$ cat src/rtl/mgj_pkg.sv
// Shared types, constants and helpers for the Gauss-Jordan matrix inverter.
// Used by mgj_div, mgj_msu and matrix_inverse_gauss_jordan.
`timescale 1ns / 1ps
`default_nettype none

package mgj_pkg;

  localparam int WORD_W    = 32;
  localparam int Q_FRAC    = 16;
  localparam int DIV_STEPS = WORD_W + Q_FRAC;

  localparam logic signed [WORD_W-1:0] Q_ONE = 32'sh0001_0000;
  localparam logic signed [WORD_W-1:0] S_MAX = 32'sh7fff_ffff;
  localparam logic signed [WORD_W-1:0] S_MIN = 32'sh8000_0000;

  typedef logic signed [WORD_W-1:0] word_t;

  typedef enum logic {
    SEL_WORK = 1'b0,
    SEL_INV  = 1'b1
  } mem_sel_t;

  typedef enum logic {
    REG_DIM    = 1'b0,
    REG_THRESH = 1'b1
  } reg_idx_t;

  // Tag that travels with an operation through the multiply unit.
  typedef struct packed {
    logic     valid;
    mem_sel_t sel;
  } msu_tag_t;

  // Magnitude of a signed word; the most negative value maps to 2^31.
  function automatic logic [WORD_W-1:0] mag32(input word_t v);
    logic [WORD_W-1:0] u;
    begin
      u = v;
      mag32 = v[WORD_W-1] ? (~u + 32'd1) : u;
    end
  endfunction

endpackage

`default_nettype wire

$ cat src/rtl/mgj_msu.sv
// Three-stage multiply-subtract unit: y = sat(x - round(f*b >> 16)).
// Product, rounding and subtract each have a register; depends on mgj_pkg.
`timescale 1ns / 1ps
`default_nettype none

module mgj_msu
  import mgj_pkg::*;
(
  input  wire          clk,
  input  wire          rst,
  input  msu_tag_t     tag_in,
  input  word_t        f,
  input  word_t        b,
  input  word_t        x,
  output msu_tag_t     tag_out,
  output word_t        y
);

  localparam int PW = 2 * WORD_W;
  localparam int RW = PW - Q_FRAC;

  msu_tag_t              t1, t2;
  logic signed [PW-1:0]  p1;
  word_t                 x1, x2;
  logic signed [RW:0]    r2;

  logic [PW-1:0]         pm;
  logic [PW-1:0]         pr;
  logic signed [RW:0]    rs;
  logic signed [RW+1:0]  diff;

  always_comb begin
    pm   = p1[PW-1] ? (~p1 + PW'(1)) : p1;
    pr   = pm + PW'(32768);
    rs   = p1[PW-1] ? -$signed({1'b0, pr[PW-1:Q_FRAC]}) : $signed({1'b0, pr[PW-1:Q_FRAC]});
    diff = $signed({{(RW + 2 - WORD_W){x2[WORD_W-1]}}, x2}) - $signed({r2[RW], r2});
  end

  always_ff @(posedge clk) begin
    if (rst) begin
      t1      <= '0;
      t2      <= '0;
      tag_out <= '0;
    end else begin
      t1      <= tag_in;
      t2      <= t1;
      tag_out <= t2;
    end
    p1 <= f * b;
    x1 <= x;
    r2 <= rs;
    x2 <= x1;
    // saturate when the upper bits are not a sign extension
    if (diff[RW+1:WORD_W-1] != {(RW + 3 - WORD_W){diff[RW+1]}}) begin
      y <= diff[RW+1] ? S_MIN : S_MAX;
    end else begin
      y <= diff[WORD_W-1:0];
    end
  end

endmodule

`default_nettype wire

$ cat config.mk
export PLATFORM = sky130hd
export DESIGN_NAME = mgj_msu
export DESIGN_NICKNAME = d
export VERILOG_FILES = /design/src/rtl/mgj_pkg.sv /design/src/rtl/mgj_msu.sv
export SDC_FILE = /design/constraint.sdc
export NUM_CORES = 2
export LEC_CHECK = 0
export BUFFER_PORTS_ARGS = -buffer_cell sky130_fd_sc_hd__buf_2
export CORE_ASPECT_RATIO = 2
export CORE_MARGIN = 2
export CORE_UTILIZATION = 50
export DETAILED_ROUTE_END_ITERATION = 10
export GPL_TIMING_DRIVEN = 0
export PLACE_DENSITY = 0.66
export SKIP_CTS_REPAIR_TIMING = 1
export SLEW_MARGIN = 20
export SYNTH_ARGS = -nofsm -noshare
export SYNTH_HDL_FRONTEND = slang
export SYNTH_SLANG_ARGS = --single-unit
$ cat constraint.sdc
create_clock -name clk -period 27.4 [get_ports clk]
set_input_delay 2.74 -clock clk [delete_from_list [all_inputs] [get_ports clk]]
set_output_delay 2.74 -clock clk [all_outputs]
set_load 0.01 [all_outputs]
# ---- Word level (Yosys, flattened, before mapping)
# Cells that the tools add are included.
dict set report classes {
  mul 1
  n_eq_ne 1
  n_addsub 4
  n_mux 4
  n_bitwise 1
}
# cell n
set op_table {}
lappend op_table {{64-bit by 16-bit adder with 64-bit output (second input constant)} 1}
lappend op_table {{64-bit by 2-bit adder with 64-bit output (second input constant)} 1}
lappend op_table {{32-bit by 32-bit multiplier with 64-bit output} 1}
lappend op_table {{32-bit 2-to-1 mux} 2}
lappend op_table {{64-bit 2-to-1 mux} 1}
lappend op_table {{64-bit inverter} 1}
lappend op_table {{32-bit by 49-bit subtractor with 50-bit output} 1}
lappend op_table {{48-bit negation with 49-bit output} 1}
lappend op_table {{48-bit 2-to-1 mux} 1}
lappend op_table {{18-bit inequality test} 1}
dict set report totals {
  regBits 215
  word_cells 23
  output_inout_bits 34
}

# ---- Logic depth before layout (Yosys ltp)
dict set report depth {
  word_depth 6
  mapped_depth 32
  depth_no_buf 31
}

# ---- Worst setup path after synthesis
# Ideal clock, no wire load.
dict set report synth_path {
  path_type {input port to flip-flop}
  start {in f[9]}
  end {reg p1[63]}
  n_path_buf 1
  arrival_time_ns 10.474
  slack_ns 16.854
  setup_time_ns 0.072
  stages 31
  cell_sequence {clkbuf_1 nand2_1 fa_1 inv_1 fa_1 fa_1 inv_1 fa_1 inv_1 fa_1 inv_1 fa_1 inv_1 fa_1 inv_1 fa_1 inv_1 ha_1 a21oi_1 o21ai_0 a41o_1 a2111oi_0 a21oi_1 o21ai_0 o21ai_0 a41oi_1 o21ai_0 a211o_1 a221o_1 a21oi_1 xnor2_1}
}
dict set report synth_between {
  elab_chain_cells 1
}
# element line
set synth_rtl {}
lappend synth_rtl {{from (decl)} mgj_msu.sv:12} ;# input word_t f,
lappend synth_rtl {{32-bit by 32-bit multiplier with 64-bit output} mgj_msu.sv:49} ;# p1 <= f * b;
lappend synth_rtl {{to (signal assigned)} mgj_msu.sv:49}
lappend synth_rtl {{to (decl)} mgj_msu.sv:23} ;# logic signed [PW-1:0] p1;
# No other way between the ends.
# A chain may end at the register's enable or synchronous reset.

# ---- Worst setup path after layout
dict set report layout_path {
  start {in f[20]}
  end {reg p1[63]}
}
# The elaborated chain is that of the path after synthesis.

==> flow_summary_export.csv <==
group,metric,value,unit
logic_synthesis,ys_ff_latch,215,
detailed_routing,vias,40901,
setup_path,path_class,"in -> reg",
detailed_routing,viasPerCell,6.071,
logic_synthesis,synth_top_area_cell,"fa_1",
sta,fin_crit,13.95,ns
floorplanning,coreArea,96090,um^2
setup_path,cp-start-kind,"primary input",
sta,finalCritPeriodShare,50.90,%
detailed_routing,totalWireLength,213.2,mm
logic_synthesis,synthesis.area,48430,um^2
worst_hold_path,min_path_type,"reg -> reg",
logic_synthesis,yosys_warnings,0,
sta,max-slew-margin-rel,9.569,%
setup_path,critPathCaptureType,"flop",
cts,clk_pin_slew_worst_paths,0.08,ns
sta,worst_slew_pin_slew,1.356,ns
logic_synthesis,synth_area_leaders,"fa_1, dfxtp_1, inv_1",
sta,rsz0062_at_grt,"false",
placed_design,dp_hpwl,174.3,mm
logic_synthesis,syn-num-nets,6724,
sta,skew,0.01803,ns
finish,fin_cells,6737,
sta,final_hold_viol_count,0,
setup_path,arrival,14.35,ns
logic_synthesis,async_reset_ff_share,0,%
placed_design,port_buffers,133,
status,outcome,"complete, no violations",
placed_design,place.gp.congestion,1.122,
detailed_routing,drt-initial-drc-count,3223,
setup_path,max_stage_delay,0.87,ns
floorplanning,fp-row-count,161,
cts,htreeDepth,1,
floorplanning,die_w,224.1,um
run,cap_violations,0,
cts,cts_tree,"built",
cts,clk_latency,0.58,ns
logic_synthesis,synth_edf_count,0,
detailed_routing,ant_nets,0,
logic_synthesis,synthCells,5306,
finish,fillCellCount,9103,
finish,syn2layout_area_growth,6.187,%
global_routing,grt_pass1_wl,308.1,mm
global_routing,grt_antenna_before_repair,45,
detailed_routing,drt_pass1_iterations,9,
floorplanning,die_height,444.2,um
sta,slew_violations,0,
detailed_routing,drc_errors,0,
global_routing,grt_pass1_vias,44565,
finish,drive_above_1_share,4.969,%
finish,nets,6879,
global_routing,grt_max_degree,21,
detailed_routing,wire_per_inst,31.65,um
setup_path,cp_max_fo,10,
sta,setup_tns,0,ns
cts,clock_path_buffers,3,
floorplanning,start_util,50.41,%
setup_path,cp_num_buf_inv,4,
logic_synthesis,synth_top_area_share,44.76,%
global_routing,grt_overflow,0,
placed_design,dp_cells,6662,
finish,final_common_cell,"fa_1",
floorplanning,die-area,99520,um^2
cts,cts_buffers,19,
sta,setup_violations,0,
logic_synthesis,synth_cell_types,94,
logic_synthesis,avgSynthCellArea,9.128,um^2
logic_synthesis,synth_seq_area_share,8.887,%
finish,layout_common_cells,"fa_1, inv_1, nand2_1, and2_1, ha_1",
setup_path,cp_top_family,"adder cells",
floorplanning,io-pin-count,134,
cts,cts_root_buf,"clkbuf_16",
logic_synthesis,yosys_most_used_dff,"dfxtp_1",
setup_path,required,27.81,ns
global_routing,track_usage,44.73,%
setup_path,critPathSlowestCell,"a2111oi_0",
cts,cts_sinks,215,
setup_path,crit_top_cell,"fa_1",
sta,clock.fmax,71.70,MHz
flip-flops by register name (all words and copies together) (netlist names):
signal and cells:
t1 2, tag_out 2, t2 2, r2 49, x1 32, x2 32, p1 64, y 32
per-layer routing:
layer	vias up	track usage, %	part of all wire (%)
met5	-	0.1985	0.044
met3	1506	13.16	7.8
met4	14	55.07	16
met1	20351	38.17	27
met2	2542	75.25	49
li1	16488	-	-
worst register-to-register path, cell delays in order (launching register included):
cell and delay [ns]:
dfxtp_1 0.42, clkbuf_1 0.80, clkbuf_1 0.92, clkbuf_1 0.50
clkbuf_1 0.47, clkbuf_1 0.39, clkbuf_1 0.79, buf_1 0.92
o21ai_0 0.28, xnor2_1 0.22, ha_1 0.30, nor2b_1 0.44
nand2_1 0.14, mux2i_1 0.38, nor2_1 0.30, nor3_2 0.55
nand4_1 0.45, a311oi_1 0.35, a21oi_1 0.14, nor4b_2 0.67
nand3_2 0.26, or4b_1 0.58, a31o_1 0.25
metrics by stage:
step	utilization (%)	cell area [um^2]	setup slack [ns]	hold slack [ns]
floorplan	-	48430	16.85	0.3096
global placement	52.69	50630	13.56	0.3132
detailed placement	52.72	50660	13.48	0.3121
CTS	53.37	51280	14.05	0.3290
global route	53.46	51370	13.47	0.3286
finish	53.52	51430	13.45	0.3262
layout make-up:
type                            count  area, um^2  share of cell area (%)
Multi-Input combinational cell   3762       39130                   76.09
Sequential cell                   215        4304                   8.369
Inverter                         1061        3983                   7.744
Tap cell                         1222        1529                   2.973
Buffer                            268        1076                   2.092
Timing Repair Buffer              134       685.7                   1.333
Clock buffer                       21       503.0                  0.9780
Clock inverter                     13       116.4                  0.2263
Antenna cell                       41       102.6                  0.1995
cells in the mapped netlist, drive strengths merged, types with 10 or more instances:
master / number
inv: 1060
nand4: 38
ha: 235
or2: 11
nand2: 616
and3: 20
o21ai: 111
or3: 20
fa: 1083
and4: 16
o211ai: 13
nor2b: 28
mux2i: 43
dfxtp: 215
a41oi: 13
nor3: 47
xnor2: 174
a211oi: 14
a21oi: 138
xor2: 76
clkbuf: 252
o21a: 20
or4: 12
nor2: 156
o31ai: 25
a31oi: 17
a21o: 52
nor4: 28
nand3: 58
nand2b: 26
buf: 16
and2: 517
nor3b: 10
o21bai: 19
kinds of logic (layout without fill, tap and decap cells):
logic type	count (synthesis)	count (layout)	share of synthesized area (%)
mux	50	50	1.051
buf+inv	1329	1497	10.35
fa+ha+maj	1318	1318	50.83
xor+xnor	250	250	4.536
compound gates	516	516	7.001
other cells	0	41	0
flops	215	215	8.887
simple gates	1628	1628	17.34
path summary, 6_finish.rpt:
kind | startpoint | slack, ns | to | cells past startpoint
worst max-delay path | f[20] | 13.45 | p1[63]$_DFF_P_ | 27
worst min register to register | x1[19]$_DFF_P_ | 0.33 | x2[19]$_DFF_P_ | 0
worst max register to register | p1[63]$_DFF_P_ | 16.78 | r2[43]$_DFF_P_ | 22
worst min-delay path | x1[19]$_DFF_P_ | 0.33 | x2[19]$_DFF_P_ | 0
Power is left out: the tool's default activity adds up to more than one toggle a clock period on the data nets, which glitch-free logic cannot reach.
