===== src/rtl/mgj_pkg.sv =====
// Shared types, constants and helpers for the Gauss-Jordan matrix inverter.
// Used by mgj_div, mgj_msu and matrix_inverse_gauss_jordan.
`timescale 1ns / 1ps
`default_nettype none

package mgj_pkg;

  localparam int WORD_W    = 32;
  localparam int Q_FRAC    = 16;
  localparam int DIV_STEPS = WORD_W + Q_FRAC;

  localparam logic signed [WORD_W-1:0] Q_ONE = 32'sh0001_0000;
  localparam logic signed [WORD_W-1:0] S_MAX = 32'sh7fff_ffff;
  localparam logic signed [WORD_W-1:0] S_MIN = 32'sh8000_0000;

  typedef logic signed [WORD_W-1:0] word_t;

  typedef enum logic {
    SEL_WORK = 1'b0,
    SEL_INV  = 1'b1
  } mem_sel_t;

  typedef enum logic {
    REG_DIM    = 1'b0,
    REG_THRESH = 1'b1
  } reg_idx_t;

  // Tag that travels with an operation through the multiply unit.
  typedef struct packed {
    logic     valid;
    mem_sel_t sel;
  } msu_tag_t;

  // Magnitude of a signed word; the most negative value maps to 2^31.
  function automatic logic [WORD_W-1:0] mag32(input word_t v);
    logic [WORD_W-1:0] u;
    begin
      u = v;
      mag32 = v[WORD_W-1] ? (~u + 32'd1) : u;
    end
  endfunction

endpackage

`default_nettype wire


===== src/rtl/mgj_div.sv =====
// Bit-serial Q16.16 divider: (|a|<<16 + |d|/2) / |d|, sign restored, saturated.
// One quotient bit per cycle; depends on mgj_pkg.
`timescale 1ns / 1ps
`default_nettype none

module mgj_div
  import mgj_pkg::*;
(
  input  wire          clk,
  input  wire          rst,
  input  wire          start,
  input  word_t        num,
  input  word_t        den,
  output logic         done,
  output word_t        quo
);

  localparam int CNT_W = $clog2(DIV_STEPS + 1);

  logic                   busy;
  logic                   fin;
  logic [CNT_W-1:0]       cnt;
  logic [DIV_STEPS-1:0]   nsh;
  logic [WORD_W-1:0]      rem;
  logic [WORD_W-1:0]      dm;
  logic [DIV_STEPS-1:0]   q;
  logic                   neg;

  logic [WORD_W-1:0]      dm_in;
  logic [DIV_STEPS-1:0]   nm_in;
  logic [WORD_W:0]        rem_t;
  logic                   take;

  assign dm_in = mag32(den);
  assign nm_in = {mag32(num), {Q_FRAC{1'b0}}} + {{(Q_FRAC + 1){1'b0}}, dm_in[WORD_W-1:1]};
  assign rem_t = {rem, nsh[DIV_STEPS-1]};
  assign take  = rem_t >= {1'b0, dm};

  always_ff @(posedge clk) begin
    if (rst) begin
      busy <= 1'b0;
      fin  <= 1'b0;
      done <= 1'b0;
      cnt  <= '0;
    end else begin
      done <= 1'b0;
      fin  <= 1'b0;
      if (start) begin
        busy <= 1'b1;
        cnt  <= CNT_W'(DIV_STEPS);
        nsh  <= nm_in;
        dm   <= dm_in;
        rem  <= '0;
        q    <= '0;
        neg  <= num[WORD_W-1] ^ den[WORD_W-1];
      end else if (busy) begin
        nsh <= {nsh[DIV_STEPS-2:0], 1'b0};
        rem <= take ? WORD_W'(rem_t - {1'b0, dm}) : rem_t[WORD_W-1:0];
        q   <= {q[DIV_STEPS-2:0], take};
        cnt <= cnt - CNT_W'(1);
        if (cnt == CNT_W'(1)) begin
          busy <= 1'b0;
          fin  <= 1'b1;
        end
      end
      if (fin) begin
        done <= 1'b1;
        if (!neg) begin
          quo <= (q > DIV_STEPS'(S_MAX)) ? S_MAX : q[WORD_W-1:0];
        end else begin
          quo <= (q > DIV_STEPS'(64'h8000_0000)) ? S_MIN : (~q[WORD_W-1:0] + 32'd1);
        end
      end
    end
  end

endmodule

`default_nettype wire


===== config.mk =====
export PLATFORM = sky130hd
export DESIGN_NAME = mgj_div
export DESIGN_NICKNAME = d
export VERILOG_FILES = /design/src/rtl/mgj_pkg.sv /design/src/rtl/mgj_div.sv
export SDC_FILE = /design/constraint.sdc
export NUM_CORES = 1
export LEC_CHECK = 0
export BUFFER_PORTS_ARGS = -buffer_cell sky130_fd_sc_hd__buf_2
export CAP_MARGIN = 20
export CORE_MARGIN = 1
export CORE_UTILIZATION = 60
export CTS_CLUSTER_DIAMETER = 50
export CTS_CLUSTER_SIZE = 30
export DETAILED_ROUTE_END_ITERATION = 7
export PLACE_DENSITY = 0.87
export SYNTH_ARGS = -nofsm -noshare
export SYNTH_HDL_FRONTEND = slang
export SYNTH_SLANG_ARGS = --single-unit

===== constraint.sdc =====
create_clock -name clk -period 9.4 [get_ports clk]
set_input_delay 1.88 -clock clk [delete_from_list [all_inputs] [get_ports clk]]
set_output_delay 1.88 -clock clk [all_outputs]
set_load 0.02 [all_outputs]

After elaboration in Yosys (flattened, before gate mapping) --
Cells that the tools add are included.
Operators by class: reduce and logical (&&, ||, !) cells 6, $lt $le $gt $ge 3, mux-type cells 17, add/sub/neg operators 6, equal/unequal tests 1, bitwise operators 6
Operators by type and width (number):
- 32-bit two-way mux | 7
- 48-bit two-way mux | 3
- 32-bit by 1-bit adder with 32-bit output (second input constant) | 3
- 32-bit inverter | 3
- 48-bit by 31-bit adder with 48-bit output | 1
- 48-bit by 31-bit > comparator with 1-bit output (second input constant) | 1
- 48-bit by 32-bit > comparator with 1-bit output (second input constant) | 1
- 33-bit by 32-bit >= comparator with 1-bit output | 1
- 32-bit subtractor | 1
- 6-bit two-way mux | 2
- 6-bit by 1-bit equality test with 1-bit output (second input constant) | 1
- 2-bit AND reduction | 3
- 6-bit by 1-bit subtractor with 6-bit output (second input constant) | 1
- 1-bit two-way mux | 5
- 3-bit OR reduction | 1
- 1-bit inverter | 2
- 2-bit nonzero test | 1
- 2-bit OR reduction | 1
- 1-bit XOR | 1
Storage, ports and cells: logic and storage cells 50, output and inout port bits 33, input port bits 67, register bits after elaboration 202

Longest topological paths before layout --
Gate-level depths: netlist of the first run.
depth after elaboration 5, mapped depth 17, depth with buffers taken out 17

Least setup slack after synthesis of the first run --
No wires, ideal clock.
kind input to register, from input start, to register nsh[0], enable pin, library setup time 0.616 ns, arrival time 7.937 ns, path slack 0.846 ns, stages 5, path through buf_6 > clkbuf_1 > clkbuf_1 > nor2_1 > nor2_1
On the way: word-level cells in the longest chain between the ends 2
Ends and longest elaborated chain:
- start, declared | line mgj_div.sv:11 | input wire start,
- 2-bit nonzero test (no source line)
- 2-bit AND reduction (no source line)
- end signal, assigned | line mgj_div.sv:51 | nsh <= nm_in;
- end signal, assigned | line mgj_div.sv:57 | nsh <= {nsh[DIV_STEPS-2:0], 1'b0};
- end, declared | line mgj_div.sv:23 | logic [DIV_STEPS-1:0] nsh;
Every way passes these cells. A chain may end at the register's enable or synchronous reset.

Worst setup path in the final report of the first run --
from input den[3], to register nsh[46] (data pin)
On the way: word-level cells in the longest chain between the ends 5
Ends and longest elaborated chain:
- start, declared | line mgj_div.sv:13 | input word_t den,
- 32-bit inverter | line mgj_pkg.sv:39 | mag32 = v[WORD_W-1] ? (~u + 32'd1) : u;
- 32-bit by 1-bit adder with 32-bit output | line mgj_pkg.sv:39
- 32-bit two-way mux | line mgj_pkg.sv:39
- net dm_in[17] | line mgj_div.sv:29 | logic [WORD_W-1:0] dm_in;
- 48-bit by 31-bit adder with 48-bit output | line mgj_div.sv:35 | assign nm_in = {mag32(num), {Q_FRAC{1'b0}}} + {{(Q_FRAC + 1){1'b0}}, dm_in[WORD_W-1:1]};
- 48-bit two-way mux | line mgj_div.sv:48 | if (start) begin
The timed path passes the listed nets, and every way through them passes these cells.

==> results.tsv, run 1 <==
stage	metric	value	unit
synthesis	#FFs+latches synth	202	
timing	Slew Limit Fails	0	
grt	Total GRT Usage	25.8	%
cts	post-CTS sizing	0	
cells_and_area	post-route insts no fill	1660	
worst_setup_path	crit end category	flip-flop	
drt	vias	10200	
grt	Overflow after GRT	0	
worst_setup_path	data required time of the worst path	9.75	ns
drt	Routed Antenna Nets	0	
worst_setup_path	CP top delay family	simple AND/OR/NAND/NOR gates	
worst_setup_path	Crit path largest cell delay	0.68	ns
worst_setup_path	Buf/Inv on CP	2	
grt	vias in the first global route	9438	
timing	fin crit share	70.0	%
cts	CTS Buf Count	20	
cells_and_area	commonest non-fill, non-tap cell in the layout	edfxtp_1	
placement	placed cells	1624	
drt	number of DRC markers in iteration 0	915	
synthesis	sequential share of the synthesized area	45.9	%
timing	Max-slew headroom	26.5	%
die	core area	0.0212	mm²
drt	DR pass1 iterations	6	
timing	final worst path period need	6.58	ns
worst_setup_path	CP startpoint kind	input pin	
timing	Worst Setup Slack, final	2.82	ns
worst_setup_path	r2r startpoint	q[0]	
worst_setup_path	worst setup path startpoint	den[3]	
placement	Place WS	2.36	ns
synthesis	share of flip-flops with an asynchronous set or reset	0	%
synthesis	post-synth cell types	83	
cells_and_area	layout cells sized above 1	15.1	%
timing	Worst-Margin Slew	1.10	ns
cts	Post CTS Setup Buffer Count	0	
synthesis	synthesized netlist cell count	1298	
drt	DR vias/cell	6.14	
timing	RSZ-0062 raised after global routing	false	
die	IO Pins	100	
cells_and_area	nets	1491	
placement	detailed placer's ending HPWL	19500	µm
cts	H-tree levels	1	
timing	Hold Slack	0.456	ns
worst_setup_path	CP Data Arrival Time	6.93	ns
drt	Routed WL	28100	µm
power_and_ir_drop	worst IR drop on VDD	147	µV
min_path	Hold Path Class	reg -> reg	
cells_and_area	area overhead of the layout relative to synthesis	10.7	%
synthesis	Yosys warning count	0	
cts	hold_buf cts	0	
power_and_ir_drop	power per cell area	179	mW/mm²
die	initial core utilization	61.5	%
die	die extent in x	149	µm
placement	routability congestion estimate	0.906	
cts	Skew-Pair Late Insertion Delay	0.52	ns
synthesis	Post-Syn Area	0.0130	mm²
worst_setup_path	crit path kind	in -> reg	
worst_setup_path	critical path peak fanout	5	
synthesis	EDFF count, synth	193	
cts	maximum clock path buffer count	3	
outcome	status	finished, final reports clean	
timing	Max Fclk	152	MHz
cts	Root Buffer Master	clkbuf_16	
die	Die Y	149	µm
worst_setup_path	worst-path cell chain	buf_2, nor4_1, nand3_1, or2_2, o41ai_1, xnor2_1, ha_1, inv_1, fa_1, nor2b_1, o21a_1, a31o_2, o22ai_1, maj3_1, o211a_1, nor4_2, or4b_4, o211ai_2	
grt	pin count of the biggest net entering global routing	80	
min_path	min-delay src	fin	
power_and_ir_drop	LEAKAGE	0.00548	µW
synthesis	syn_nets	1418	
worst_setup_path	critical path's slowest cell	nor4_1	
drt	# DRC	0	
grt	first-pass GRT wire length	46500	µm
placement	port bufs	99	
timing	Final Skew	0.0228	ns
synthesis	ys flop type	edfxtp_1	
timing	final setup fails	0	
grt	number of antenna violations at the first check in global routing	0	
drt	Routed WL per cell	16.9	µm
die	Die ar.	0.0223	mm²
timing	final hold violation count	0	
die	Core Rows	53	
synthesis	Post-Syn Area per Cell	10.0	µm²
cts	Clock transition at path regs	0.08	ns
cells_and_area	Util after Layout	68.1	%
timing	setup TNS	0	ns
cts	Clock Sinks	202	
cts	CTS tree	done	
cells_and_area	# diodes	0	
flow_run	Max Cap Violations	0	
cells_and_area	commonest non-fill, non-tap cells in the layout	edfxtp_1 (193), nor2_1 (134), nand2_1 (102), buf_2 (98), xnor2_1 (82)	
[through the flow]
| step | instance area [µm²] | power, µW |
|---|---|---|
| floorplan | 13000 | 1560 |
| global placement | 13600 | 1670 |
| detailed placement | 13600 | 1690 |
| CTS | 14400 | 2590 |
| global route | 14400 | 2700 |
| finish | 14400 | 2580 |
[final timing paths]
check	to	slack, ns	cells past startpoint
hold reg to reg	done	0.46	1
setup reg to reg	quo[2]	4.91	10
hold / removal	done	0.46	1
setup / recovery	nsh[46]	2.82	18
[final cells by class]
cell class	count	area (µm²)
multi-input combinational	964	6490
inverter	78	293
sequential	202	5980
timing repair buffer	105	543
clock inverter	14	216
clock buffer	22	539
tap	275	344
fill	1541	6760
[cell usage after synthesis, types with 9 or more instances]
library cell | instances | share of area (%)
a21oi_1 | 58 | 2.2
o21a_1 | 13 | 0.75
a21o_1 | 11 | 0.63
ha_1 | 51 | 4.9
and3_1 | 10 | 0.48
mux2_2 | 18 | 1.6
nand4_1 | 12 | 0.58
nor2_1 | 136 | 3.9
clkbuf_1 | 38 | 1.1
inv_1 | 77 | 2.2
o311ai_0 | 26 | 1.8
dfxtp_1 | 9 | 1.4
or4_1 | 12 | 0.69
or2_2 | 12 | 0.58
o21ai_0 | 62 | 2.4
nand2_1 | 102 | 2.9
o41ai_1 | 13 | 0.88
o31ai_1 | 21 | 1.2
or3_1 | 19 | 0.91
xnor2_1 | 82 | 5.5
mux2i_1 | 22 | 1.7
nand3_1 | 15 | 0.58
nor3_1 | 36 | 1.4
nor4_1 | 16 | 0.77
nor2b_1 | 57 | 2.7
edfxtp_1 | 193 | 45
xor2_1 | 31 | 2.1
[sequential cells by signal, indices dropped and copies added, names as in the netlist]
register and cells:
nsh 48, q 48, done 1, neg 1, dm 32, quo 32
rem 32, fin 1, cnt 6, busy 1
[layer usage]
layer  track usage (%)  vias to the layer above  share of wire [%]
li1                  -                     4931                  -
met1              36.4                     4812                 44
met2              41.7                      396                 47
met3              2.63                       58                6.4
met4              8.47                        0                2.7
met5                 0                        -                  0
[kinds of logic after synthesis]
family                   Yosys count  synth area share, %
AO/OA/AOI/OAI                    283                 14.8
AND/OR/NAND/NOR                  472                 18.6
XOR/XNOR                         114                 7.73
flip-flops                       202                 45.9
adder cells (fa/ha/maj)           55                 5.38
buffers and inverters            132                 4.30
multiplexers                      40                 3.25
[where the power goes]
group	internal [µW]	leakage (µW)	total, µW	switching [µW]
sequential	1070	0.00191	1110	37.3
combinational	242	0.00321	576	333
clock	463	0.000367	894	431
Note: power is estimated with default switching activity, not from simulation.
==> inputs of run 2 (changes only) <==
==> constraint.sdc (replaced) <==
create_clock -name clk -period 6.6 [get_ports clk]
set_input_delay 1.32 -clock clk [delete_from_list [all_inputs] [get_ports clk]]
set_output_delay 1.32 -clock clk [all_outputs]
set_load 0.02 [all_outputs]
==> results.tsv, run 2 (synthesized netlist as in run 1, its figures left out) <==
stage	metric	value	unit	change
outcome	status	finished, final reports clean		
drt	Routed WL	28000	µm	-0.44%
power_and_ir_drop	LEAKAGE	0.00548	µW	about the same
cells_and_area	Sequential Area	0.00598	mm²	unchanged
worst_setup_path	CP startpoint kind	input pin		
cts	Clock Sinks	202		unchanged
cells_and_area	nets	1493		+0.13%
timing	final hold violation count	0		unchanged
die	Die ar.	0.0223	mm²	unchanged
cells_and_area	# diodes	0		unchanged
drt	Routed WL per cell	16.8	µm	-0.56%
die	initial core utilization	61.5	%	unchanged
die	core area	0.0212	mm²	unchanged
timing	fin crit share	88.6	%	
timing	setup TNS	0	ns	unchanged
drt	DR vias/cell	6.11		-0.47%
die	IO Pins	100		unchanged
cells_and_area	filler cell count	1526		-0.97%
timing	final setup fails	0		unchanged
cts	CTS Buf Count	21		+5.0%
cts	Clock transition at path regs	0.08	ns	about the same
cts	post-CTS sizing	0		unchanged
cts	Root Buffer Master	clkbuf_16		
cells_and_area	commonest non-fill, non-tap cells in the layout	edfxtp_1 (193), nor2_1 (134), nand2_1 (102), buf_2 (98), xnor2_1 (82)		
grt	Total GRT Usage	25.4	%	-0.38 points
grt	Overflow after GRT	0		unchanged
cells_and_area	area overhead of the layout relative to synthesis	10.7	%	about the same
cts	CTS tree	done		
timing	Max Fclk	171	MHz	
placement	routability congestion estimate	0.884		-2.4%
cells_and_area	commonest non-fill, non-tap cell in the layout	edfxtp_1		
worst_setup_path	crit end category	flip-flop		
timing	RSZ-0062 raised after global routing	false		
drt	DR pass1 iterations	5		-1
worst_setup_path	crit path kind	in -> reg		
drt	Routed Antenna Nets	0		unchanged
cts	Skew-Pair Late Insertion Delay	0.52	ns	about the same
drt	number of DRC markers in iteration 0	844		-7.8%
timing	Slew Limit Fails	0		unchanged
timing	Worst-Margin Slew	1.08	ns	-0.0171 ns
cells_and_area	Regs by FF count	nsh (48), q (48)		
drt	# DRC	0		unchanged
cells_and_area	area taken by multi-input logic gates	0.00649	mm²	unchanged
timing	Final Skew	0.0236	ns	+0.000797 ns
grt	first-pass GRT wire length	45800	µm	-1.6%
timing	final worst path period need	5.85	ns	
worst_setup_path	data required time of the worst path	6.96	ns	-2.79 ns
flow_run	Max Cap Violations	0		unchanged
placement	detailed placer's ending HPWL	19500	µm	+0.16%
power_and_ir_drop	power per cell area	253	mW/mm²	+41%
placement	port bufs	99		unchanged
timing	Max-slew headroom	27.9	%	+1.4 points
worst_setup_path	CP Data Arrival Time	6.21	ns	-0.72 ns
cts	hold_buf cts	0		unchanged
grt	number of antenna violations at the first check in global routing	0		unchanged
cts	H-tree levels	1		unchanged
cells_and_area	layout cells sized above 1	15.2	%	+0.12 points
cts	Post CTS Setup Buffer Count	0		unchanged
timing	Hold Slack	0.504	ns	+0.0485 ns
cts	maximum clock path buffer count	3		unchanged
die	die extent in x	149	µm	unchanged
grt	vias in the first global route	9411		-0.29%
min_path	Hold Path Class	reg -> reg		
worst_setup_path	Worst R2R Setup Slack	2.10	ns	-2.81 ns
drt	vias	10200		-0.35%
grt	pin count of the biggest net entering global routing	78		-2.5%
die	Die Y	149	µm	unchanged
power_and_ir_drop	worst IR drop on VDD	136	µV	-7.2%
worst_setup_path	critical path peak fanout	5		unchanged
die	Core Rows	53		unchanged
[run 2: cell count changes in the layout (fill, tap and decap cells not counted), sizes merged]
cell    change
buf         +1
clkinv      +3
inv         -2
[run 2: routing by layer]
| layer | GRT usage (%) | vias up | wire (µm) |
|---|---|---|---|
| met5 | 0 | - | 0 |
| met4 | 7.60 | 0 | 653 |
| met3 | 3.67 | 52 | 1820 |
| met2 | 42.0 | 407 | 13200 |
| met1 | 34.7 | 4775 | 12300 |
| li1 | - | 4927 | - |
[run 2: power by group]
group	switching, µW	leakage [µW]	internal [µW]
clock network	592	0.000361	656
registers	53.4	0.00191	1530
logic	470	0.00321	345
total	1120	0.00548	2530
[run 2: layout make-up]
class / instances / area share (%)
clock buffers: 22 / 3.82
clock inverters: 15 / 1.36
inverters: 78 / 2.03
multi-input cells: 964 / 45.1
flip-flops and latches: 202 / 41.5
well taps: 275 / 2.39
repair buffers: 106 / 3.82
[run 2: path summary, 6_finish.rpt]
| kind | end | start | cells after the start |
|---|---|---|---|
| worst max-delay path | nsh[46] | den[3] | 19 |
| worst min-delay path | done | fin | 1 |
| worst max register to register | quo[2] | q[1] | 10 |
| worst min register to register | done | fin | 1 |
[run 2: stage by stage]
| step | instance area [µm²] | total power (µW) | cells | utilization (%) | setup slack [ns] |
|---|---|---|---|---|---|
| after floorplan | 13000 | 2220 | 1298 | - | 0.761 |
| after global placement | 13600 | 2380 | 1625 | 64.5 | 0.497 |
| after detailed placement | 13600 | 2410 | 1625 | 64.5 | 0.298 |
| after CTS | 14400 | 3650 | 1662 | 68.1 | 0.808 |
| after global routing | 14400 | 3810 | 1662 | 68.1 | 0.367 |
| final | 14400 | 3640 | 1662 | 68.1 | 0.750 |
[run 2: worst max-delay path, stage by stage]
cell	delay, ns
buf_2	0.12
nor4_1	0.66
nand3_1	0.30
or2_2	0.39
o41ai_1	0.33
xnor2_1	0.19
ha_1	0.22
inv_1	0.06
fa_1	0.41
nor2b_1	0.13
o21a_1	0.14
a31o_2	0.18
o22ai_1	0.07
maj3_1	0.39
o211a_1	0.30
nor4_2	0.25
buf_4	0.18
or4b_4	0.46
o211ai_2	0.08
